<file path="src/rtl/knc_pkg.sv">
// ---------------------------------------------------------------------------
// knc_pkg: shared types and constants for the k-nearest candidate list
// fixed distance width, register codes, state codes and cell control
// ---------------------------------------------------------------------------
`default_nettype none

package knc_pkg;

    localparam int DIST_BITS = 50;
    localparam logic [DIST_BITS-1:0] DIST_MAX = {DIST_BITS{1'b1}};

    localparam int WANT_BITS = 5;
    localparam logic [WANT_BITS-1:0] WANT_RESET = 5'd4;

    // configuration register codes
    typedef enum logic [1:0] {
        CFG_TARGET_X = 2'd0,
        CFG_TARGET_Y = 2'd1,
        CFG_TARGET_Z = 2'd2,
        CFG_WANTED   = 2'd3
    } t_cfg_reg;

    typedef enum logic [1:0] {
        S_IDLE,
        S_CALC,
        S_HINT,
        S_DRAIN
    } t_state;

    // control shared by every cell of the list
    typedef struct packed {
        logic insert;
        logic drain;
    } t_cell_ctrl;

endpackage

`default_nettype wire

</file>
<file path="src/rtl/knc_cell.sv">
// ---------------------------------------------------------------------------
// knc_cell: one entry of the sorted candidate list
// keeps, takes the new candidate or takes its lower neighbor on insert;
// takes its upper neighbor while the list drains
// ---------------------------------------------------------------------------
`default_nettype none

module knc_cell #(
    parameter int INDEX_BITS = 16
) (
    input  wire                                 i_clk,
    input  knc_pkg::t_cell_ctrl                 i_ctrl,
    input  wire                                 i_valid,
    input  wire                                 i_prev_less,
    input  wire  [knc_pkg::DIST_BITS-1:0]       i_prev_dist,
    input  wire  [INDEX_BITS-1:0]               i_prev_index,
    input  wire  [knc_pkg::DIST_BITS-1:0]       i_next_dist,
    input  wire  [INDEX_BITS-1:0]               i_next_index,
    input  wire  [knc_pkg::DIST_BITS-1:0]       i_new_dist,
    input  wire  [INDEX_BITS-1:0]               i_new_index,
    output logic                                o_less,
    output logic [knc_pkg::DIST_BITS-1:0]       o_dist,
    output logic [INDEX_BITS-1:0]               o_index
);

    logic [knc_pkg::DIST_BITS-1:0] r_dist;
    logic [INDEX_BITS-1:0]         r_index;

    // strict compare so a new entry lands ahead of equal distances
    assign o_less = i_valid && (r_dist < i_new_dist);

    always_ff @(posedge i_clk) begin
        if (i_ctrl.insert && !o_less) begin
            if (i_prev_less) begin
                r_dist  <= i_new_dist;
                r_index <= i_new_index;
            end else begin
                r_dist  <= i_prev_dist;
                r_index <= i_prev_index;
            end
        end else if (i_ctrl.drain) begin
            r_dist  <= i_next_dist;
            r_index <= i_next_index;
        end
    end

    assign o_dist  = r_dist;
    assign o_index = r_index;

endmodule

`default_nettype wire

</file>
<file path="config.mk">
export PLATFORM = sky130hd
export DESIGN_NAME = knc_cell
export DESIGN_NICKNAME = d
export VERILOG_FILES = /design/src/rtl/knc_pkg.sv /design/src/rtl/knc_cell.sv
export SDC_FILE = /design/constraint.sdc
export NUM_CORES = 1
export LEC_CHECK = 0
export ABC_AREA = 1
export BUFFER_PORTS_ARGS = -buffer_cell sky130_fd_sc_hd__clkbuf_2
export CORE_ASPECT_RATIO = 0.5
export CORE_MARGIN = 5
export CORE_UTILIZATION = 26
export CTS_BUF_LIST = sky130_fd_sc_hd__clkbuf_16
export DETAILED_ROUTE_END_ITERATION = 8
export PLACE_DENSITY = 0.54
export SLEW_MARGIN = 20
export SYNTH_ARGS = -nofsm -noshare
export SYNTH_HDL_FRONTEND = slang
export SYNTH_SLANG_ARGS = --single-unit
</file>
<file path="constraint.sdc">
create_clock -name i_clk -period 8.1 [get_ports i_clk]
set_input_delay 0.405 -clock i_clk [delete_from_list [all_inputs] [get_ports i_clk]]
set_output_delay 0.405 -clock i_clk [all_outputs]
set_load 0.1 [all_outputs]
</file>
-- After elaboration in Yosys (flattened, before gate mapping)
Index checks and enable logic that the tools add are counted.
- register bits after elaboration: 66
- output and inout bits: 67
- logic and storage cells: 13
- magnitude comparators: 1
- multiplexer cells: 6
- reductions and logical operators: 4
- operator list (cell ; number):
    $mux W50 ; 3
    $lt A50 B50 Y1 ; 1
    $mux W16 ; 3
    $logic_and A1 B1 Y1 ; 2
    $reduce_bool A2 Y1 ; 1
    $logic_not A1 Y1 ; 1

-- Logic depth before layout (Yosys ltp)
- depth in word-level cells: 5
- mapped depth: 17

-- Least setup slack after synthesis
No wires, ideal clock.
- path kind: register -> register
- from: register r_dist (netlist bit o_dist[49])
- to: register r_dist (netlist bit o_dist[0]), enable pin
- arrival: 3694 ps
- data required time: 7674 ps
- setup slack: 3980 ps
- cell stages (with the launch flop): 14
- path buffers: 2
- clock period less this slack: 4120 ps
- cell sequence: edfxtp_1 -> ha_1 -> nand2_1 -> nor2_1 -> nand2_1 -> nor2_2 -> nand2_1 -> nor2_1 -> nand2_1 -> nand2_2 -> nand2_1 -> buf_6 -> buf_6 -> nand2_1
- word-level cells in the longest chain between the ends: 5
- RTL lines (item ; line ; text):
    from (decl) ; knc_cell.sv:26 ; logic [knc_pkg::DIST_BITS-1:0] r_dist;
    from (signal assigned) ; knc_cell.sv:35 ; r_dist <= i_new_dist;
    from (signal assigned) ; knc_cell.sv:38 ; r_dist <= i_prev_dist;
    from (signal assigned) ; knc_cell.sv:42 ; r_dist <= i_next_dist;
    $lt A50 B50 Y1 ; knc_cell.sv:30 ; assign o_less = i_valid && (r_dist < i_new_dist);
    $logic_and A1 B1 Y1 ; knc_cell.sv:30 ;
    $logic_not A1 Y1 ; knc_cell.sv:33 ; if (i_ctrl.insert && !o_less) begin
    $logic_and A1 B1 Y1 ; knc_cell.sv:33 ;
    $reduce_bool A2 Y1 (no source line) ; n/a ;
No other way between the ends.
A chain may end at the register's enable or synchronous reset.

-- Worst setup path in the final report
- from: register r_dist (netlist bit o_dist[13])
- to: output port o_less
- word-level cells in the longest chain between the ends: 2
- RTL lines (item ; line ; text):
    $lt A50 B50 Y1 ; knc_cell.sv:30 ;
    $logic_and A1 B1 Y1 ; knc_cell.sv:30 ;
    to (decl) ; knc_cell.sv:21 ; output logic o_less,
No other way between the ends.

==> flow_summary.ini <==
[place]
gp_congestion = 0.795
dp_hpwl_um = 13400
port_buffers = 269

[die]
start_util_pct = 26.8
die_h_um = 108
die_w_um = 206
coreArea_um2 = 18600
die-area_um2 = 22200
io_pins = 270
rows = 35

[power]
vdd_drop_max_uv = 89.4
power.total_mw = 1.59
p_leak_nw = 3.80
power_density_nw_per_um2 = 231

[grt]
grt_pass1_vias = 5080
overflow = 0
grt_max_degree = 68
grt_pass1_wl_um = 26500
antenna_found_initial = 0
grt_util_all_layers_pct = 15.1

[run]
drv_cap = 0

[timing]
rsz0062_at_grt = false
setup_viol = 0
finalHoldViolCount = 0
setup_tns_ns = 0
relSlewSlack_pct = 35.3
tightest_slew_ns = 0.970
fmax_ghz = 0.290
finalCritPeriodShare_pct = 42.5
report.final.slew_viol_count = 0
fin_crit_ns = 3.44
finalClockSkew_ns = 0.00853

[synth]
synth_top_family_by_area = simple AND/OR/NAND/NOR gates
synth_seq_area_share_pct = 39.7
synth-xor-area-share_pct = 0
syn_avg_cell_area_um2 = 7.64
synthMuxAreaShare_pct = 3.61
synth_cell_types = 19
syn_nets = 905
synth_compound_area_share_pct = 7.43
yosys_warnings = 0
netlist_area_um2 = 4990
synth_top_cell_area_share_pct = 39.7
synth_area_leaders = edfxtp_1 (40%), nand2_1 (15%), ha_1 (12%)
ys_ff_latch = 66
synthCells = 653
yosysTopAreaCell = edfxtp_1
synth_simple_gate_area_share_pct = 28.0
synth-adder-area-share_pct = 12.3

[clock_tree]
cts_tree = built
cts_htree_levels = 3
holdBufCountCts = 0
post-cts-setup-buffers = 0
clk_pin_slew_ns = 0.06
cts_root_buffer = clkbuf_16
cts_sinks = 66
numCtsBuffers = 9
cts_buffer_depth = 2
clk_latency_ns = 0.33
cts_resized = 0

[critical_path]
path_delay_family = buffers and inverters
critical_path_required_ns = 7.70
critPathBufInv = 3
arrival_ns = 3.04
cp_max_fo = 67
cp_slowest_cell = buf_4
endpoint_kind = primary output
cp-start-kind = register
reg2reg_slack_ns = 5.27
worstSetupPathType = reg -> out
cp_cell_sequence = ha_1, nand2_1, nor2_1, and2_1, nand4_1, nand3_1, nand2_1, nand2_2, buf_4, inv_1, clkbuf_2
max_stage_delay_ns = 0.60
crit_top_cell = nand2_1

[cells_and_area]
n_fill_cell = 2027
antenna_cells = 0
syn_to_final_growth_pct = 37.8
final_layout_size_suffix_gt1_share_pct = 34.1
fin_nets = 1156

[detailed_routing]
first_pass_iters = 4
drt-vias-per-instance = 4.35
routed_wl_um = 17400
drt_iter0_markers = 284
routedWlPerCell_um = 14.9
ant_nets = 0
drc = 0
vias = 5086

[outcome]
status = completed

[hold_path]
min-delay-path-class = in -> reg
power by group:
group / total, mW / switching, mW / internal, mW
registers: 0.463 / 0.0245 / 0.439
logic: 0.668 / 0.524 / 0.144
clock network: 0.457 / 0.157 / 0.300
cells in the mapped netlist, drive strengths merged:
cell type,count
a21o,4
a21oi,65
and2,1
buf,13
clkbuf,21
edfxtp,66
ha,49
inv,71
mux2,16
nand2,200
nand3,71
nand4,2
nor2,71
o21ai,3
cell type report:
type                            instances  area, um2  area share [%]
Tap cell                              259        324            4.72
Clock inverter                          7        118            1.71
Multi-Input combinational cell        482       2570            37.4
Timing Repair Buffer                  274       1390            20.2
Inverter                               71        267            3.88
Sequential cell                        66       1980            28.8
Clock buffer                            9        225            3.28
per-layer routing:
metal / share of wire (%) / vias to the layer above / track usage (%)
met4: 1.2 / 0 / 3.27
met3: 3.4 / 12 / 2.88
met2: 53 / 110 / 27.5
met1: 43 / 2318 / 18.7
li1: - / 2646 / -
met5: 0 / - / 0
through the flow:
step	instances	utilization, %	worst slack, ns	hold slack, ns	instance area, um2
after global routing	1168	36.9	4.41	0.319	6870
final	1168	36.9	4.66	0.335	6870
after global placement	1152	35.1	4.82	0.670	6530
after detailed placement	1152	35.1	4.84	0.672	6530
after CTS	1168	36.9	4.58	0.314	6870
after floorplan	653	-	3.98	0.584	4990
sequential cells by signal (all words and copies together), names as in the netlist:
name,count
o_index,16
o_dist,50
cells by family (layout without fill, tap and decap cells):
kind of cell,after synthesis,count (layout)
muxes,16,16
and+or+nand+nor,345,345
DFF,66,66
adders and majority gates,49,49
AOI/OAI and AO/OA,72,72
buffers and inverters,105,361
worst reg2reg max path, stage by stage (launching register included):
cell and delay [ns]:
edfxtp_1 0.40, ha_1 0.32, nand2_1 0.07, nor2_1 0.13
and2_1 0.17, nand4_1 0.09, nand3_1 0.23, nand2_1 0.10
nand2_2 0.09, nand2_2 0.07, nand2_4 0.74
path summary, 6_finish.rpt:
path,to,depth (start not counted),startpoint
max reg2reg,o_dist[12],10,o_dist[13]
min reg2reg,o_dist[37],12,o_dist[33]
max,o_less,11,o_dist[13]
min,o_dist[10],3,i_next_dist[10]
placed cells by master (no fill, tap or decap), drive strengths merged:
cell type	count
clkbuf	277
and2	1
inv	71
mux2	16
buf	6
clkinv	2
a21o	4
nand4	2
clkinvlp	2
nand2	200
bufinv	3
nand3	71
nor2	71
edfxtp	66
o21ai	3
a21oi	65
ha	49
(Power assumes the default switching activity.)
