[config.mk]
export PLATFORM = sky130hd
export DESIGN_NAME = knc_dist
export DESIGN_NICKNAME = d
export VERILOG_FILES = /design/src/rtl/knc_pkg.sv /design/src/rtl/knc_dist.sv
export SDC_FILE = /design/constraint.sdc
export NUM_CORES = 2
export LEC_CHECK = 0
export ABC_AREA = 1
export BUFFER_PORTS_ARGS = -buffer_cell sky130_fd_sc_hd__buf_4
export CAP_MARGIN = 20
export CORE_MARGIN = 2
export CORE_UTILIZATION = 40
export DETAILED_ROUTE_END_ITERATION = 7
export GPL_TIMING_DRIVEN = 0
export PLACE_DENSITY = 0.54
export SLEW_MARGIN = 20
export SYNTH_ARGS = -nofsm -noshare
export SYNTH_HDL_FRONTEND = slang
export SYNTH_SLANG_ARGS = --single-unit
[constraint.sdc]
create_clock -name i_clk -period 7.5 [get_ports i_clk]
set_clock_uncertainty 0.15 [all_clocks]
set_input_delay 1.875 -clock i_clk [delete_from_list [all_inputs] [get_ports i_clk]]
set_output_delay 1.875 -clock i_clk [all_outputs]
set_load 0.01 [all_outputs]
[src/rtl/knc_pkg.sv]
// ---------------------------------------------------------------------------
// knc_pkg: shared types and constants for the k-nearest candidate list
// fixed distance width, register codes, state codes and cell control
// ---------------------------------------------------------------------------
`default_nettype none

package knc_pkg;

    localparam int DIST_BITS = 50;
    localparam logic [DIST_BITS-1:0] DIST_MAX = {DIST_BITS{1'b1}};

    localparam int WANT_BITS = 5;
    localparam logic [WANT_BITS-1:0] WANT_RESET = 5'd4;

    // configuration register codes
    typedef enum logic [1:0] {
        CFG_TARGET_X = 2'd0,
        CFG_TARGET_Y = 2'd1,
        CFG_TARGET_Z = 2'd2,
        CFG_WANTED   = 2'd3
    } t_cfg_reg;

    typedef enum logic [1:0] {
        S_IDLE,
        S_CALC,
        S_HINT,
        S_DRAIN
    } t_state;

    // control shared by every cell of the list
    typedef struct packed {
        logic insert;
        logic drain;
    } t_cell_ctrl;

endpackage

`default_nettype wire

[src/rtl/knc_dist.sv]
// ---------------------------------------------------------------------------
// knc_dist: squared distance pipeline
// three stages: absolute differences, squares, saturating sum
// ---------------------------------------------------------------------------
`default_nettype none

module knc_dist #(
    parameter int COORD_BITS = 24
) (
    input  wire                                 i_clk,
    input  wire                                 i_rst_n,
    input  wire                                 i_start,
    input  wire  [COORD_BITS-1:0]               i_cand_x,
    input  wire  [COORD_BITS-1:0]               i_cand_y,
    input  wire  [COORD_BITS-1:0]               i_cand_z,
    input  wire  [COORD_BITS-1:0]               i_target_x,
    input  wire  [COORD_BITS-1:0]               i_target_y,
    input  wire  [COORD_BITS-1:0]               i_target_z,
    output logic                                o_valid,
    output logic [knc_pkg::DIST_BITS-1:0]       o_dist
);

    localparam int AD_BITS  = COORD_BITS + 1;
    localparam int SQ_BITS  = 2 * AD_BITS;
    localparam int CMP_BITS = (SQ_BITS > knc_pkg::DIST_BITS + 1) ? SQ_BITS
                                                                 : knc_pkg::DIST_BITS + 1;
    localparam int SUM_BITS = knc_pkg::DIST_BITS + 2;

    logic                  r_v1, r_v2, r_v3;
    logic [AD_BITS-1:0]    r_ad_x, r_ad_y, r_ad_z;
    logic [SQ_BITS-1:0]    r_sq_x, r_sq_y, r_sq_z;
    logic [knc_pkg::DIST_BITS-1:0] r_dist;

    logic [SUM_BITS-1:0]   sum;

    function automatic logic [AD_BITS-1:0] abs_diff(input logic [COORD_BITS-1:0] a,
                                                    input logic [COORD_BITS-1:0] b);
        logic signed [AD_BITS-1:0] d;
        d = signed'({a[COORD_BITS-1], a}) - signed'({b[COORD_BITS-1], b});
        return d[AD_BITS-1] ? AD_BITS'(-d) : AD_BITS'(d);
    endfunction

    function automatic logic [knc_pkg::DIST_BITS-1:0] sat_sq(input logic [SQ_BITS-1:0] s);
        logic [CMP_BITS-1:0] w;
        w = CMP_BITS'(s);
        return (w > CMP_BITS'(knc_pkg::DIST_MAX)) ? knc_pkg::DIST_MAX
                                                  : knc_pkg::DIST_BITS'(s);
    endfunction

    // squares are saturated before the sum, the sum saturates once more
    assign sum = SUM_BITS'(sat_sq(r_sq_x)) + SUM_BITS'(sat_sq(r_sq_y))
               + SUM_BITS'(sat_sq(r_sq_z));

    always_ff @(posedge i_clk) begin
        if (!i_rst_n) begin
            r_v1 <= 1'b0;
            r_v2 <= 1'b0;
            r_v3 <= 1'b0;
        end else begin
            r_v1 <= i_start;
            r_v2 <= r_v1;
            r_v3 <= r_v2;
        end
    end

    always_ff @(posedge i_clk) begin
        r_ad_x <= abs_diff(i_cand_x, i_target_x);
        r_ad_y <= abs_diff(i_cand_y, i_target_y);
        r_ad_z <= abs_diff(i_cand_z, i_target_z);
        r_sq_x <= SQ_BITS'(r_ad_x) * SQ_BITS'(r_ad_x);
        r_sq_y <= SQ_BITS'(r_ad_y) * SQ_BITS'(r_ad_y);
        r_sq_z <= SQ_BITS'(r_ad_z) * SQ_BITS'(r_ad_z);
        r_dist <= (sum > SUM_BITS'(knc_pkg::DIST_MAX)) ? knc_pkg::DIST_MAX
                                                       : sum[knc_pkg::DIST_BITS-1:0];
    end

    assign o_valid = r_v3;
    assign o_dist  = r_dist;

endmodule

`default_nettype wire

* After elaboration in Yosys (flattened, before gate mapping)
Index checks and enable logic that the tools add are counted.
Operators by class: magnitude comparators 1, $add $sub $neg 8, muxes and demuxes 3, multiply operators 3
Operator list (number):
- $mul 25x25->50 | 3
- $neg 25->25 | 3
- $sub 24x24->25 | 3
- $mux 24 | 3
- $add 51x50->52 | 1
- $gt 52x50->1 const B | 1
- $add 50x50->51 | 1
Word-level totals: bits of input ports 147, word-level logic and storage cells 28, output and inout bits 51, register bits 278

* Depth between registers and ports, before layout
depth in word-level cells 3, mapped depth 31

* Least setup slack after synthesis
OpenSTA, ideal clock, no wires.
path type register to register, from register r_ad_y[2], to register r_sq_y[38], required time 7.231 ns, setup time 0.119 ns, buffers on the path 2, setup slack 1.102 ns, period minus slack after synthesis 6.398 ns, cell stages (with the launch flop) 29, data arrival time 6.129 ns, cell sequence dfxtp_1 > clkbuf_1 > clkbuf_1 > nand2_1 > fa_1 > inv_1 > fa_1 > inv_1 > fa_1 > inv_1 > fa_1 > inv_1 > fa_1 > inv_1 > fa_1 > inv_1 > fa_1 > inv_1 > ha_1 > nand2_1 > nor2_1 > inv_1 > nor4_1 > nand2_1 > nand3_1 > nand2_1 > nand2_1 > a21oi_1 > xnor2_1
Between the ends: cells in the longest elaborated chain, start to end 1
RTL lines:
- start: declaration | RTL line knc_dist.sv:30 | logic [AD_BITS-1:0] r_ad_x, r_ad_y, r_ad_z;
- start signal: assignment | RTL line knc_dist.sv:68 | r_ad_y <= abs_diff(i_cand_y, i_target_y);
- $mul 25x25->50 | RTL line knc_dist.sv:71 | r_sq_y <= SQ_BITS'(r_ad_y) * SQ_BITS'(r_ad_y);
- end signal: assignment | RTL line knc_dist.sv:71
- end: declaration | RTL line knc_dist.sv:31 | logic [SQ_BITS-1:0] r_sq_x, r_sq_y, r_sq_z;
Every way passes these cells. A chain may end at the register's enable or synchronous reset.

* Worst setup path after layout
from register r_ad_y[9], to register r_sq_y[22]
Same word-level chain as after synthesis.

==> results.json <==
{
  "cts_tree": "done",
  "grt_max_degree": 15,
  "endpoint_kind": "flop",
  "setup_viol_count_final": 0,
  "dp.cells": 12000,
  "maxSlewHeadroom_pct": 46.2,
  "finalWeightedCongestion": 0.946,
  "layout_worst_path_cycle_share_pct": 97.5,
  "unique_cell_type_count_in_the_yosys_netlist": 52,
  "post_synth_xor_xnor_area_pct": 3.15,
  "number_of_clock_sinks_seen_by_cts": 275,
  "yosys_register_bits": 275,
  "critical_path_required_ns": 7.77,
  "final_hold_viol_count": 0,
  "route.detailed.drc": 0,
  "muxShareOfSynthArea_pct": 0,
  "post-synth-top-count-cell": "sky130_fd_sc_hd__inv_1",
  "synth-edff-count": 0,
  "count_of_buffers_added_by_post_cts_timing_repair_for_setup": 0,
  "clock_tree.root_cell": "sky130_fd_sc_hd__clkbuf_16",
  "grt_pass1_wl_mm": 367,
  "period_minus_slack_ns": 7.31,
  "effective_utilization_at_floorplan_pct": 40.3,
  "synth_top_area_cell": "sky130_fd_sc_hd__fa_1",
  "number_of_buffers_added_by_the_clock_tree_synthesis_step": 36,
  "globalRouteOverflowTotal": 0,
  "cp-start-kind": "flop",
  "floorplan.die_area_sq_mm": 0.186,
  "ys_seq_area_share_pct": 7.53,
  "dpl.hpwl_mm": 205,
  "placement.io_buffers": 197,
  "ys_dominant_reg_cell": "sky130_fd_sc_hd__dfxtp_1",
  "num-nets-final": 11900,
  "netlist_area_sq_mm": 0.0731,
  "antenna_found_initial": 6,
  "synth_top_cell_area_share_pct": 39.7,
  "synth-compound-area-share_pct": 4.89,
  "outcome": "completed",
  "hold_path_class": "reg -> reg",
  "fin_setup_tns_ns": 0,
  "clk_pin_slew_worst_paths_ns": 0.07,
  "routedWlPerCell_um": 19.5,
  "antenna_left": 0,
  "grt.total_usage_pct": 25.9,
  "crit_fanout": 10,
  "drv.max_cap_violation_count": 0,
  "synth_cells": 9443,
  "critPathKind": "reg -> reg",
  "post_layout_instance_count_excluding_filler_cells": 12000,
  "dominant_combinational_cell_family_by_area_after_synthesis": "adder cells",
  "final_max_slew_viol_count": 0,
  "clock_path_buffers": 3,
  "most_frequent_cells_after_synthesis": "sky130_fd_sc_hd__inv_1 (2934), sky130_fd_sc_hd__nand2_1 (1993), sky130_fd_sc_hd__fa_1 (1451)",
  "area_delta_synth_final_pct": 8.27,
  "die_y_um": 431,
  "viasPerCell": 4.90,
  "core_sq_mm": 0.181,
  "dieWidth_um": 431,
  "synthAdderAreaFrac_pct": 51.4,
  "netlist_top_cells_area": "sky130_fd_sc_hd__fa_1 (40%), sky130_fd_sc_hd__inv_1 (15%), sky130_fd_sc_hd__ha_1 (12%), sky130_fd_sc_hd__nand2_1 (10%), sky130_fd_sc_hd__dfxtp_1 (7.5%)",
  "grt_pass1_vias": 63100,
  "drive_gt1_share_pct": 5.97,
  "route.final.wire_length_mm": 235,
  "arrival_ns": 7.59,
  "synthesized_area_fraction_occupied_by_and_or_nand_nor_cells_pct": 16.6,
  "synth.yosys.warnings": 0,
  "detailroute.via_count": 59000,
  "drtPass1Iterations": 5,
  "clock_insertion_delay_worst_skew_ns": 0.64,
  "postSynth.asyncResetShare_pct": 0,
  "drtIter0Drc": 4269,
  "cts_max_level": 2,
  "num_io_pins": 198,
  "syn-mean-instance-area_sq_um": 7.74,
  "pin_slew_with_the_least_headroom_to_its_limit_ns": 0.806,
  "maxClockFrequency_mhz": 137,
  "rows": 156
}
==> final timing paths <==
kind                                        start            endpoint  slack, ns  cells after the start
worst max-delay path            r_ad_y[9]$_DFF_P_  r_sq_y[22]$_DFF_P_       0.19                     22
worst max register to register  r_ad_y[9]$_DFF_P_  r_sq_y[22]$_DFF_P_       0.19                     22
worst min register to register  r_ad_y[0]$_DFF_P_   r_sq_y[0]$_DFF_P_       0.14                      0
worst min-delay path            r_ad_y[0]$_DFF_P_   r_sq_y[0]$_DFF_P_       0.14                      0
==> flip-flops by register name, summed over array words and instances, names as in the netlist, 25 cells and up <==
register  cells
o_dist       50
r_ad_x       25
r_ad_y       25
r_ad_z       25
r_sq_x       49
r_sq_y       49
r_sq_z       49
==> metal layers <==
metal	up-vias	GRT usage [%]	routed length, um
li1	27800	-	-
met1	29300	36.1	105000
met2	1720	42.4	108000
met3	253	3.68	16000
met4	0	6.06	5880
met5	-	0	0
==> layout make-up <==
| class | instances | area (sq um) |
|---|---|---|
| diodes | 1 | 2.50 |
| plain buffers | 195 | 1140 |
| clock buffers | 44 | 981 |
| clock inverters | 20 | 256 |
| fillers | 18700 | 102000 |
| inverters | 2944 | 11100 |
| multi-input cells | 5992 | 55700 |
| flip-flops and latches | 275 | 5560 |
| well taps | 2370 | 2970 |
| repair buffers | 197 | 1480 |
==> per-stage QoR <==
| stage | hold slack (ns) | instance area, sq um | setup slack, ns | util [%] |
|---|---|---|---|---|
| after floorplan | 0.179 | 73100 | 1.10 | - |
| after global placement | 0.186 | 77500 | -0.989 | 42.8 |
| after detailed placement | 0.185 | 77500 | -0.972 | 42.8 |
| after CTS | 0.132 | 79000 | 0.00160 | 43.6 |
| after global routing | 0.155 | 79100 | -0.0127 | 43.7 |
| final | 0.141 | 79100 | 0.187 | 43.7 |
==> cell usage in the layout (no fill, tap or decap), types with 91 or more instances in the layout <==
| cell type | n |
|---|---|
| sky130_fd_sc_hd__xor2_1 | 166 |
| sky130_fd_sc_hd__inv_1 | 2934 |
| sky130_fd_sc_hd__fa_1 | 1451 |
| sky130_fd_sc_hd__a21oi_1 | 283 |
| sky130_fd_sc_hd__dfxtp_1 | 230 |
| sky130_fd_sc_hd__buf_4 | 204 |
| sky130_fd_sc_hd__o21ai_0 | 154 |
| sky130_fd_sc_hd__ha_1 | 681 |
| sky130_fd_sc_hd__nand2_1 | 1993 |
| sky130_fd_sc_hd__xnor2_1 | 91 |
| sky130_fd_sc_hd__nand3_1 | 235 |
| sky130_fd_sc_hd__nor2_1 | 460 |
| sky130_fd_sc_hd__nand4_1 | 124 |
==> repair_timing <==
action                                  in CTS  in global routing
endpoints found under the setup margin      97                 70
pin swaps                                    0                  0
hold buffers                                 0                  0
resized for setup                          183                173
==> critical path, cell delays in order, from the launching register on <==
cell and delay (ns):
sky130_fd_sc_hd__dfxtp_1 0.30, sky130_fd_sc_hd__clkbuf_1 0.41, sky130_fd_sc_hd__clkbuf_4 0.41, sky130_fd_sc_hd__nand2_1 0.14
sky130_fd_sc_hd__fa_1 0.55, sky130_fd_sc_hd__inv_1 0.05, sky130_fd_sc_hd__fa_1 0.50, sky130_fd_sc_hd__fa_1 0.55
sky130_fd_sc_hd__ha_1 0.14, sky130_fd_sc_hd__inv_1 0.05, sky130_fd_sc_hd__fa_1 0.48, sky130_fd_sc_hd__inv_1 0.06
sky130_fd_sc_hd__fa_1 0.56, sky130_fd_sc_hd__fa_1 0.42, sky130_fd_sc_hd__ha_1 0.40, sky130_fd_sc_hd__nand2_1 0.26
sky130_fd_sc_hd__inv_1 0.07, sky130_fd_sc_hd__a21oi_1 0.42, sky130_fd_sc_hd__nand3_1 0.43, sky130_fd_sc_hd__nand2_1 0.16
sky130_fd_sc_hd__nand2_1 0.12, sky130_fd_sc_hd__a21oi_1 0.18, sky130_fd_sc_hd__xnor2_1 0.26
==> cell families after synthesis <==
family,Yosys count
compound gates,631
xor+xnor,261
fa+ha+maj,2133
buf+inv,3177
flops,275
other cells,2
simple gates,2964
Power is left out: the tool's default activity adds up to more than one toggle a clock period on the data nets, which glitch-free logic cannot reach.
